**src/sv/pws_pkg.sv**
```systemverilog
// Shared types and constants of the power window statistics block.
package pws_pkg;

  localparam int HISTORY_DEPTH_DEF = 64;
  localparam int FALLBACK_WINDOW   = 60;
  localparam int POWER_W           = 16;
  localparam int RESULT_W          = 15;
  localparam int WINDOW_W          = 16;

  typedef enum logic [0:0] {
    REQ_PUSH  = 1'b0,
    REQ_QUERY = 1'b1
  } req_type_t;

  typedef enum logic [2:0] {
    ST_IDLE,
    ST_WALK,
    ST_DIV,
    ST_WAIT,
    ST_FINISH
  } state_t;

  typedef struct packed {
    logic push;
    logic query_load;
    logic walk;
    logic div_start;
    logic out_load;
  } cmd_t;

  typedef struct packed {
    logic cnt_zero;
    logic div_busy;
    logic out_free;
  } status_t;

endpackage

```
**src/sv/pws_div.sv**
```systemverilog
// Bit-serial restoring divider: one quotient bit per cycle.
module pws_div #(
  parameter int SUM_W = 22,
  parameter int CNT_W = 7
) (
  input  logic             clk,
  input  logic             rst_n,
  input  logic             start,
  input  logic [SUM_W-1:0] dividend,
  input  logic [CNT_W-1:0] divisor,
  output logic             busy,
  output logic [SUM_W-1:0] quotient
);

  localparam int STEP_W = $clog2(SUM_W + 1);

  logic [SUM_W-1:0]  quo_r, quo_nxt;
  logic [CNT_W:0]    rem_r, rem_nxt;
  logic [CNT_W-1:0]  div_r, div_nxt;
  logic [STEP_W-1:0] step_r, step_nxt;
  logic              busy_r, busy_nxt;
  logic [CNT_W:0]    trial;
  logic              ge;

  assign trial = {rem_r[CNT_W-1:0], quo_r[SUM_W-1]};
  assign ge    = trial >= {1'b0, div_r};

  always_comb begin
    quo_nxt  = quo_r;
    rem_nxt  = rem_r;
    div_nxt  = div_r;
    step_nxt = step_r;
    busy_nxt = busy_r;
    if (start) begin
      quo_nxt  = dividend;
      rem_nxt  = '0;
      div_nxt  = divisor;
      step_nxt = STEP_W'(SUM_W);
      busy_nxt = 1'b1;
    end else if (busy_r) begin
      rem_nxt  = ge ? (trial - {1'b0, div_r}) : trial;
      quo_nxt  = {quo_r[SUM_W-2:0], ge};
      step_nxt = step_r - 1'b1;
      busy_nxt = (step_r != STEP_W'(1));
    end
  end

  always_ff @(posedge clk) begin
    if (!rst_n) begin
      busy_r <= 1'b0;
      step_r <= '0;
    end else begin
      busy_r <= busy_nxt;
      step_r <= step_nxt;
    end
    quo_r <= quo_nxt;
    rem_r <= rem_nxt;
    div_r <= div_nxt;
  end

  assign busy     = busy_r;
  assign quotient = quo_r;

endmodule

```
**src/sv/pws_dp.sv**
```systemverilog
// Datapath: sample history memory, window walk, accumulators, divider, result register.
module pws_dp #(
  parameter int DEPTH = pws_pkg::HISTORY_DEPTH_DEF
) (
  input  logic                                clk,
  input  logic                                rst_n,
  input  pws_pkg::cmd_t                       cmd,
  output pws_pkg::status_t                    status,
  input  logic signed [pws_pkg::POWER_W-1:0]  in_sample_power,
  input  logic        [pws_pkg::WINDOW_W-1:0] in_window_len,
  input  logic                                out_stall,
  output logic                                out_valid,
  output logic        [pws_pkg::RESULT_W-1:0] out_avg_power,
  output logic        [pws_pkg::RESULT_W-1:0] out_max_power,
  output logic        [pws_pkg::RESULT_W-1:0] out_min_power
);

  localparam int AW       = $clog2(DEPTH);
  localparam int CNT_W    = $clog2(DEPTH + 1);
  localparam int SUM_W    = CNT_W + pws_pkg::RESULT_W;
  localparam int RW       = pws_pkg::RESULT_W;
  localparam int WW       = pws_pkg::WINDOW_W;
  localparam int FALLBACK =
    (pws_pkg::FALLBACK_WINDOW > DEPTH) ? DEPTH : pws_pkg::FALLBACK_WINDOW;

  logic signed [pws_pkg::POWER_W-1:0] mem [DEPTH];

  logic [AW-1:0]    newest_r, newest_nxt;
  logic [CNT_W-1:0] fill_r, fill_nxt;
  logic [AW-1:0]    ptr_r, ptr_nxt;
  logic [CNT_W-1:0] cnt_r, cnt_nxt;
  logic             rvalid_r, rvalid_nxt;
  logic signed [pws_pkg::POWER_W-1:0] rdata_r;
  logic [SUM_W-1:0] sum_r, sum_nxt;
  logic [CNT_W-1:0] pos_cnt_r, pos_cnt_nxt;
  logic [RW-1:0]    max_r, max_nxt;
  logic [RW-1:0]    min_r, min_nxt;
  logic             have_min_r, have_min_nxt;
  logic             out_valid_r, out_valid_nxt;
  logic [RW-1:0]    avg_out_r, max_out_r, min_out_r;

  logic [WW-1:0]    win_sel;
  logic [CNT_W-1:0] win_cl, win_eff;
  logic [AW-1:0]    push_slot;
  logic             issue, positive;
  logic             div_busy;
  logic [SUM_W-1:0] quotient;

  assign push_slot = (newest_r == AW'(DEPTH - 1)) ? '0 : newest_r + 1'b1;

  always_comb begin
    if (in_window_len == '0 || {1'b0, in_window_len} > (WW + 1)'(DEPTH)) begin
      win_sel = WW'(FALLBACK);
    end else begin
      win_sel = in_window_len;
    end
  end
  assign win_cl  = win_sel[CNT_W-1:0];
  // the walk covers at most the slots written since reset, so never-written slots are not read
  assign win_eff = (win_cl < fill_r) ? win_cl : fill_r;

  assign issue    = cmd.walk && (cnt_r != '0);
  assign positive = !rdata_r[pws_pkg::POWER_W-1] && (rdata_r != '0);

  always_comb begin
    newest_nxt   = newest_r;
    fill_nxt     = fill_r;
    ptr_nxt      = ptr_r;
    cnt_nxt      = cnt_r;
    rvalid_nxt   = issue;
    sum_nxt      = sum_r;
    pos_cnt_nxt  = pos_cnt_r;
    max_nxt      = max_r;
    min_nxt      = min_r;
    have_min_nxt = have_min_r;
    if (cmd.push) begin
      newest_nxt = push_slot;
      if (fill_r != CNT_W'(DEPTH)) begin
        fill_nxt = fill_r + 1'b1;
      end
    end
    if (cmd.query_load) begin
      ptr_nxt      = newest_r;
      cnt_nxt      = win_eff;
      sum_nxt      = '0;
      pos_cnt_nxt  = '0;
      max_nxt      = '0;
      min_nxt      = '0;
      have_min_nxt = 1'b0;
    end
    if (issue) begin
      ptr_nxt = (ptr_r == '0) ? AW'(DEPTH - 1) : ptr_r - 1'b1;
      cnt_nxt = cnt_r - 1'b1;
    end
    if (rvalid_r && positive) begin
      sum_nxt     = sum_r + SUM_W'(rdata_r[RW-1:0]);
      pos_cnt_nxt = pos_cnt_r + 1'b1;
      if (rdata_r[RW-1:0] > max_r) begin
        max_nxt = rdata_r[RW-1:0];
      end
      if (!have_min_r || rdata_r[RW-1:0] < min_r) begin
        min_nxt = rdata_r[RW-1:0];
      end
      have_min_nxt = 1'b1;
    end
  end

  always_comb begin
    out_valid_nxt = out_valid_r && out_stall;
    if (cmd.out_load) begin
      out_valid_nxt = 1'b1;
    end
  end

  always_ff @(posedge clk) begin
    if (cmd.push) begin
      mem[push_slot] <= in_sample_power;
    end
    if (issue) begin
      rdata_r <= mem[ptr_r];
    end
  end

  always_ff @(posedge clk) begin
    if (!rst_n) begin
      newest_r    <= '0;
      fill_r      <= '0;
      cnt_r       <= '0;
      rvalid_r    <= 1'b0;
      out_valid_r <= 1'b0;
    end else begin
      newest_r    <= newest_nxt;
      fill_r      <= fill_nxt;
      cnt_r       <= cnt_nxt;
      rvalid_r    <= rvalid_nxt;
      out_valid_r <= out_valid_nxt;
    end
    ptr_r      <= ptr_nxt;
    sum_r      <= sum_nxt;
    pos_cnt_r  <= pos_cnt_nxt;
    max_r      <= max_nxt;
    min_r      <= min_nxt;
    have_min_r <= have_min_nxt;
    if (cmd.out_load) begin
      avg_out_r <= (pos_cnt_r == '0) ? '0 : quotient[RW-1:0];
      max_out_r <= max_r;
      min_out_r <= min_r;
    end
  end

  pws_div #(
    .SUM_W(SUM_W),
    .CNT_W(CNT_W)
  ) u_div (
    .clk     (clk),
    .rst_n   (rst_n),
    .start   (cmd.div_start),
    .dividend(sum_r),
    .divisor (pos_cnt_r),
    .busy    (div_busy),
    .quotient(quotient)
  );

  assign status.cnt_zero = (cnt_r == '0);
  assign status.div_busy = div_busy;
  assign status.out_free = !out_valid_r || !out_stall;

  assign out_valid     = out_valid_r;
  assign out_avg_power = avg_out_r;
  assign out_max_power = max_out_r;
  assign out_min_power = min_out_r;

endmodule

```
**src/sv/pws_ctrl.sv**
```systemverilog
// Controller state machine: request intake, window walk, divide, result hand-off.
module pws_ctrl (
  input  logic                clk,
  input  logic                rst_n,
  input  logic                in_valid,
  input  logic                in_req_type,
  output logic                in_stall,
  input  pws_pkg::status_t    status,
  output pws_pkg::cmd_t       cmd
);

  pws_pkg::state_t state_r, state_nxt;
  logic            accept;

  assign accept = (state_r == pws_pkg::ST_IDLE) && in_valid;

  always_comb begin
    state_nxt = state_r;
    case (state_r)
      pws_pkg::ST_IDLE: begin
        if (accept && in_req_type == pws_pkg::REQ_QUERY) begin
          state_nxt = pws_pkg::ST_WALK;
        end
      end
      pws_pkg::ST_WALK: begin
        if (status.cnt_zero) begin
          state_nxt = pws_pkg::ST_DIV;
        end
      end
      pws_pkg::ST_DIV: begin
        state_nxt = pws_pkg::ST_WAIT;
      end
      pws_pkg::ST_WAIT: begin
        if (!status.div_busy) begin
          state_nxt = pws_pkg::ST_FINISH;
        end
      end
      pws_pkg::ST_FINISH: begin
        if (status.out_free) begin
          state_nxt = pws_pkg::ST_IDLE;
        end
      end
      default: begin
        state_nxt = pws_pkg::ST_IDLE;
      end
    endcase
  end

  always_comb begin
    cmd      = '0;
    in_stall = 1'b1;
    case (state_r)
      pws_pkg::ST_IDLE: begin
        in_stall       = 1'b0;
        cmd.push       = accept && in_req_type == pws_pkg::REQ_PUSH;
        cmd.query_load = accept && in_req_type == pws_pkg::REQ_QUERY;
      end
      pws_pkg::ST_WALK: begin
        cmd.walk = 1'b1;
      end
      pws_pkg::ST_DIV: begin
        cmd.div_start = 1'b1;
      end
      pws_pkg::ST_WAIT: begin
        cmd = '0;
      end
      pws_pkg::ST_FINISH: begin
        cmd.out_load = status.out_free;
      end
      default: begin
        cmd = '0;
      end
    endcase
  end

  always_ff @(posedge clk) begin
    if (!rst_n) begin
      state_r <= pws_pkg::ST_IDLE;
    end else begin
      state_r <= state_nxt;
    end
  end

endmodule

```
**src/sv/power_window_statistics.sv**
```systemverilog
// Top level of the power window statistics block.
// A push request writes the sample over the oldest history entry. A query request walks the
// newest min(window, samples pushed since reset) entries, one entry per cycle through the
// history memory read port, then runs a bit-serial divider over clog2(HISTORY_DEPTH+1)+15
// dividend bits (22 at depth 64) for the mean. Requests are stalled while a query is in
// progress; a finished result waits in the output register while the next request is
// accepted. A window of 0 or longer than the history means 60, clamped to HISTORY_DEPTH.
// Power is in 1/8 W units; history entries not written since reset are never walked.
module power_window_statistics #(
  parameter int HISTORY_DEPTH = pws_pkg::HISTORY_DEPTH_DEF
) (
  input  logic                                clk,
  input  logic                                rst_n,
  input  logic                                in_valid,
  output logic                                in_stall,
  input  logic                                in_req_type,
  input  logic signed [pws_pkg::POWER_W-1:0]  in_sample_power,
  input  logic        [pws_pkg::WINDOW_W-1:0] in_window_len,
  output logic                                out_valid,
  input  logic                                out_stall,
  output logic        [pws_pkg::RESULT_W-1:0] out_avg_power,
  output logic        [pws_pkg::RESULT_W-1:0] out_max_power,
  output logic        [pws_pkg::RESULT_W-1:0] out_min_power
);

  pws_pkg::cmd_t    cmd;
  pws_pkg::status_t status;

  pws_ctrl u_ctrl (
    .clk        (clk),
    .rst_n      (rst_n),
    .in_valid   (in_valid),
    .in_req_type(in_req_type),
    .in_stall   (in_stall),
    .status     (status),
    .cmd        (cmd)
  );

  pws_dp #(
    .DEPTH(HISTORY_DEPTH)
  ) u_dp (
    .clk            (clk),
    .rst_n          (rst_n),
    .cmd            (cmd),
    .status         (status),
    .in_sample_power(in_sample_power),
    .in_window_len  (in_window_len),
    .out_stall      (out_stall),
    .out_valid      (out_valid),
    .out_avg_power  (out_avg_power),
    .out_max_power  (out_max_power),
    .out_min_power  (out_min_power)
  );

endmodule

```
**config.mk**
```make
export PLATFORM = sky130hd
export DESIGN_NAME = power_window_statistics
export DESIGN_NICKNAME = d
export VERILOG_FILES = /design/src/sv/pws_pkg.sv /design/src/sv/pws_div.sv /design/src/sv/pws_dp.sv /design/src/sv/pws_ctrl.sv /design/src/sv/power_window_statistics.sv
export SDC_FILE = /design/constraint.sdc
export NUM_CORES = 1
export LEC_CHECK = 0
export ABC_AREA = 1
export BUFFER_PORTS_ARGS = -buffer_cell sky130_fd_sc_hd__buf_2
export CAP_MARGIN = 10
export CORE_MARGIN = 3
export CORE_UTILIZATION = 45
export DETAILED_ROUTE_END_ITERATION = 8
export MAX_ROUTING_LAYER = met4
export PLACE_DENSITY = 0.66
export SYNTH_ARGS = -nofsm -noshare
export SYNTH_HDL_FRONTEND = slang
export SYNTH_SLANG_ARGS = --single-unit
```
**constraint.sdc**
```tcl
create_clock -name clk -period 5.75 [get_ports clk]
set_input_delay 1.725 -clock clk [delete_from_list [all_inputs] [get_ports clk]]
set_output_delay 1.725 -clock clk [all_outputs]
set_load 0.01 [all_outputs]
```
Word level (Yosys, flattened, before mapping):

Memory sizes are Yosys's and may differ from the RTL's. A register that Yosys moved wholly into a read port is not among the register bits.
Index checks and enable logic that the tools add are counted.

* $lt $le $gt $ge: 5
* reductions and logical operators: 27
* eq/ne operators: 11
* bitwise logic cells: 2
* add/sub/neg operators: 8
* multiplexer cells: 38

Operators with widths (count)
* 15-bit two-way mux: 6
* 22-bit two-way mux: 4
* 7-bit two-way mux: 7
* 6-bit two-way mux: 4
* 22-bit by 15-bit adder with 22-bit output: 1
* 16-bit by 7-bit greater-than comparator with 1-bit output (second input constant): 1
* 16-bit logical NOT: 1
* 16-bit nonzero test: 1
* 15-bit greater-than comparator: 1
* 15-bit < comparator: 1
* 3-bit one-hot mux with 5 select lines: 1
* 7-bit by 1-bit adder with 7-bit output (second input constant): 2
* 7-bit logical NOT: 2
* 3-bit two-way mux: 4
* 5-bit two-way mux: 2
* 1-bit two-way mux: 9
* 8-bit by 7-bit >= comparator with 1-bit output: 1
* 1-bit logical AND: 7
* 7-bit < comparator: 1
* 7-bit != test (second input constant): 1
* 7-bit nonzero test: 1
* 7-bit by 1-bit subtractor with 7-bit output (second input constant): 1
* 7-bit subtractor: 1
* 6-bit by 1-bit adder with 6-bit output (second input constant): 1
* other kinds (19): 30

* output and inout bits: 47
* logic and storage cells: 113
* bits of input ports: 37
* register bits: 178
* bits in writable memories: 1024
* memories kept: 1

Memories
* u_dp.mem: words 64, width 16, rd ports 1, clocked after memory_dff 1, write ports 1, RTL line pws_dp.sv:26 `logic signed [pws_pkg::POWER_W-1:0] mem [DEPTH];`

Logic depth before layout (Yosys ltp):

* depth after elaboration: 7
* depth in mapped cells: 18
* mapped depth without buffers: 18

Hierarchy:

From an unflattened synthesis, not the netlist that was laid out.

* cell total of the unflattened synthesis: 4073
* area total of the unflattened synthesis: 50303.2 um2

Modules (own cells, without submodules)
* pws_dp: sequential area each 34693.3 um2, times used 1, area each 47899.7 um2, cells each 3779
* pws_div: sequential area each 1131.1 um2, times used 1, area each 2163.3 um2, cells each 255
* pws_ctrl: sequential area each 60.1 um2, times used 1, area each 240.2 um2, cells each 39

Worst setup path after synthesis:

OpenSTA, ideal clock, no wires.

* path type: input -> register
* start point: input out_stall
* end point: register u_dp.avg_out_r[0] (netlist: u_dp.out_avg_power[0]), enable pin
* path buffers: 0
* slack: 1.571 ns
* arrival time: 3.732 ns
* data required time: 5.302 ns
* cell stages on the path: 3
* cells stage by stage: nand2_1 inv_1 nor2_1

RTL lines
* start: declaration: RTL line power_window_statistics.sv:20 `input logic out_stall,`
* end signal: assignment: RTL line pws_dp.sv:145 `avg_out_r <= (pos_cnt_r == '0) ? '0 : quotient[RW-1:0];`
* end: declaration: RTL line pws_dp.sv:40 `logic [RW-1:0] avg_out_r, max_out_r, min_out_r;`

==> metrics.yaml <==
yosysWarnings: 0
yosysTopAreaCell: "edfxtp_1"
cpMaxStageDelayCell: "edfxtp_1"
portBuffers: 83
slew_headroom: 0.250
grt_pass1_wl_um: 195000
area_delta_synth_final_pct: 12.3
finalWorstSetupSlack_ps: 1980
synth_cell_type_count: 58
crit_chain: "inv_6 -> buf_12 -> o21ai_0 -> o221ai_1 -> o211ai_1 -> nand4_1 -> nand3_1 -> nand2_1"
die_width_um: 339
dr.pass1.iters: 5
ant_nets: 0
die_h_um: 339
yosysMostFrequentCell: "edfxtp_1"
place_hpwl_um: 78700
design.core.area_mm2: 0.109
cts-hold-fix-buffers: 0
syn_inst: 3987
ys.flop_type: "edfxtp_1"
start_util: 0.456
post_cts_buffers: 0
drc_errors: 0
crit_type: "flip-flop to flip-flop"
syn-cell-area_mm2: 0.0499
grt_overflow: 0
utilization: 0.512
arrival_ps: 4200
yosysSeqAreaShare: 0.719
drt_iter0_drc: 3754
cp-start-kind: "flip-flop"
rsz0062_at_grt: "false"
num_vias: 33000
drive_gt1_frac: 0.104
cp_max_fo: 87
numCtsBuffers: 120
cts_root_buf: "clkbuf_16"
num_rows: 121
p_switching_w: 0.0101
switching_share: 0.373
num_io_pins: 84
antenna_found_initial: 2
slew_violations: 0
power_frac_clock: 0.287
reg2reg_depth: 8
skew_ps: 50.2
avgViaCountPerCell: 5.82
hp-class: "flip-flop to flip-flop"
grt_max_degree: 175
worstMarginPinSlew_ps: 1130
cp_slowest_stage_delay_ps: 1100
nFillCells: 9320
synth-edff-count: 1149
final_nets: 4185
clock_sinks: 1218
post-route-period-util: 0.656
status: "finished clean"
ys_seq_elements: 1218
grt_pass1_vias: 30700
synthTopCellsByCount: "edfxtp_1 (1,149), nor2_1 (676), o21ai_0 (541), nand2_1 (299), o22ai_1 (180)"
cts_tree: "built"
dieArea_mm2: 0.115
hold_viol_final: 0
wl_um: 130000
max-vdd-ir-drop_mv: 0.544
gp_congestion: 0.889
clock_latency_ps: 750
p_int_w: 0.0170
synth_top_area_frac: 0.691
ctsResizeCount: 0
fmax_mhz: 265
htree_levels: 3
critPathRequiredTime_ps: 6180
setup_viol_count_final: 0
min_path_cells: 0
p_leak_nw: 18.7
combPwrFrac: 0.319
cts_buffer_depth: 3
track_usage: 0.228
multi_input_area_mm2: 0.0123
powerDensity_mw_per_mm2: 485
syn_nets: 4094
async_flop_share: 0
crit_path_end_kind: "flip-flop"
seqPwrFrac: 0.394
post_drt_wl_per_cell_um: 23.0
pre_cts_slack_ps: 1410
synthTopCellsByArea: "edfxtp_1 (69%), o21ai_0 (5.4%), nor2_1 (5.1%), dfxtp_1 (2.8%), o22ai_1 (2.3%)"
fin_tns_setup_ps: 0
drv_cap: 0
period_minus_slack_ps: 3770
cts.clk_slew.worst_paths_ps: 70
register_area_mm2: 0.0359
synth.avg_cell_area_um2: 12.5
==> cell type report <==
type | count | share of cell area
timing repair buffer | 204 | 0.0253
inverter | 170 | 0.0116
clock inverter | 76 | 0.0137
tap | 1476 | 0.0330
multi-input combinational | 2364 | 0.219
clock buffer | 150 | 0.0567
sequential | 1218 | 0.640
antenna | 3 | 0.000134
==> registers in the layout, summed over array words and instances, names as in the netlist, 15 cells and up <==
register             cells
u_dp.max_r              15
u_dp.mem              1024
u_dp.min_r              15
u_dp.out_avg_power      15
u_dp.out_max_power      15
u_dp.out_min_power      15
u_dp.rdata_r            16
u_dp.sum_r              22
u_dp.u_div.quotient     22
==> cells by family after synthesis <==
logic type / synth area share
XOR/XNOR: 0.00301
AO/OA/AOI/OAI: 0.121
buffers and inverters: 0.0356
adder cells (fa/ha/maj): 0.0178
AND/OR/NAND/NOR: 0.104
flip-flops: 0.719
==> cells in the final DEF, fill, tap and decap left out, drive strengths merged, types with 80 or more instances in the layout <==
master  count
o21ai     594
buf       204
o22ai     180
inv       171
o221ai     80
nand2     302
a21oi     125
edfxtp   1149
nor2      684
clkbuf    150
nand3     164
==> final timing paths <==
check | startpoint | endpoint | slack [ps]
max | u_dp.ptr_r[1] | u_dp.rdata_r[10] | 1980
min | u_dp.max_r[9] | u_dp.out_max_power[9] | 460
max reg2reg | u_dp.ptr_r[1] | u_dp.rdata_r[10] | 1980
min reg2reg | u_dp.max_r[9] | u_dp.out_max_power[9] | 460
==> per-layer routing <==
layer  GRT usage  up-vias  wire (um)  part of all wire
met4      0.0741        0       4440             0.034
met3      0.0367      270      11600             0.089
met2       0.347     1593      60100              0.46
li1            -    14900          -                 -
met5           -        -          0                 0
met1       0.315    16200      54200              0.42
==> through the flow <==
step	hold WS [ps]	cell area (um2)	cells	power [W]
after global routing	486	56000	5660	0.0284
after floorplan	427	49900	3987	0.0164
after detailed placement	442	52100	5431	0.0194
final	462	56000	5661	0.0272
after CTS	455	56000	5657	0.0272
after global placement	438	52100	5431	0.0193
==> power by group through the flow <==
stage	combinational [W]	sequential, W	clock, W
3_5_place_dp	0.00853	0.0109	0
6_report	0.00867	0.0107	0.00779
5_1_grt	0.00946	0.0107	0.00824
2_1_floorplan	0.00576	0.0106	0
3_3_place_gp	0.00843	0.0109	0
4_1_cts	0.00857	0.0107	0.00790
==> critical path: cells and delay by family (launching register included) <==
kind	cells	cell delay, ps
flops	1	1100
buf+inv	2	870
simple gates	3	860
compound gates	3	580
Power figures use the tool's default switching activity.
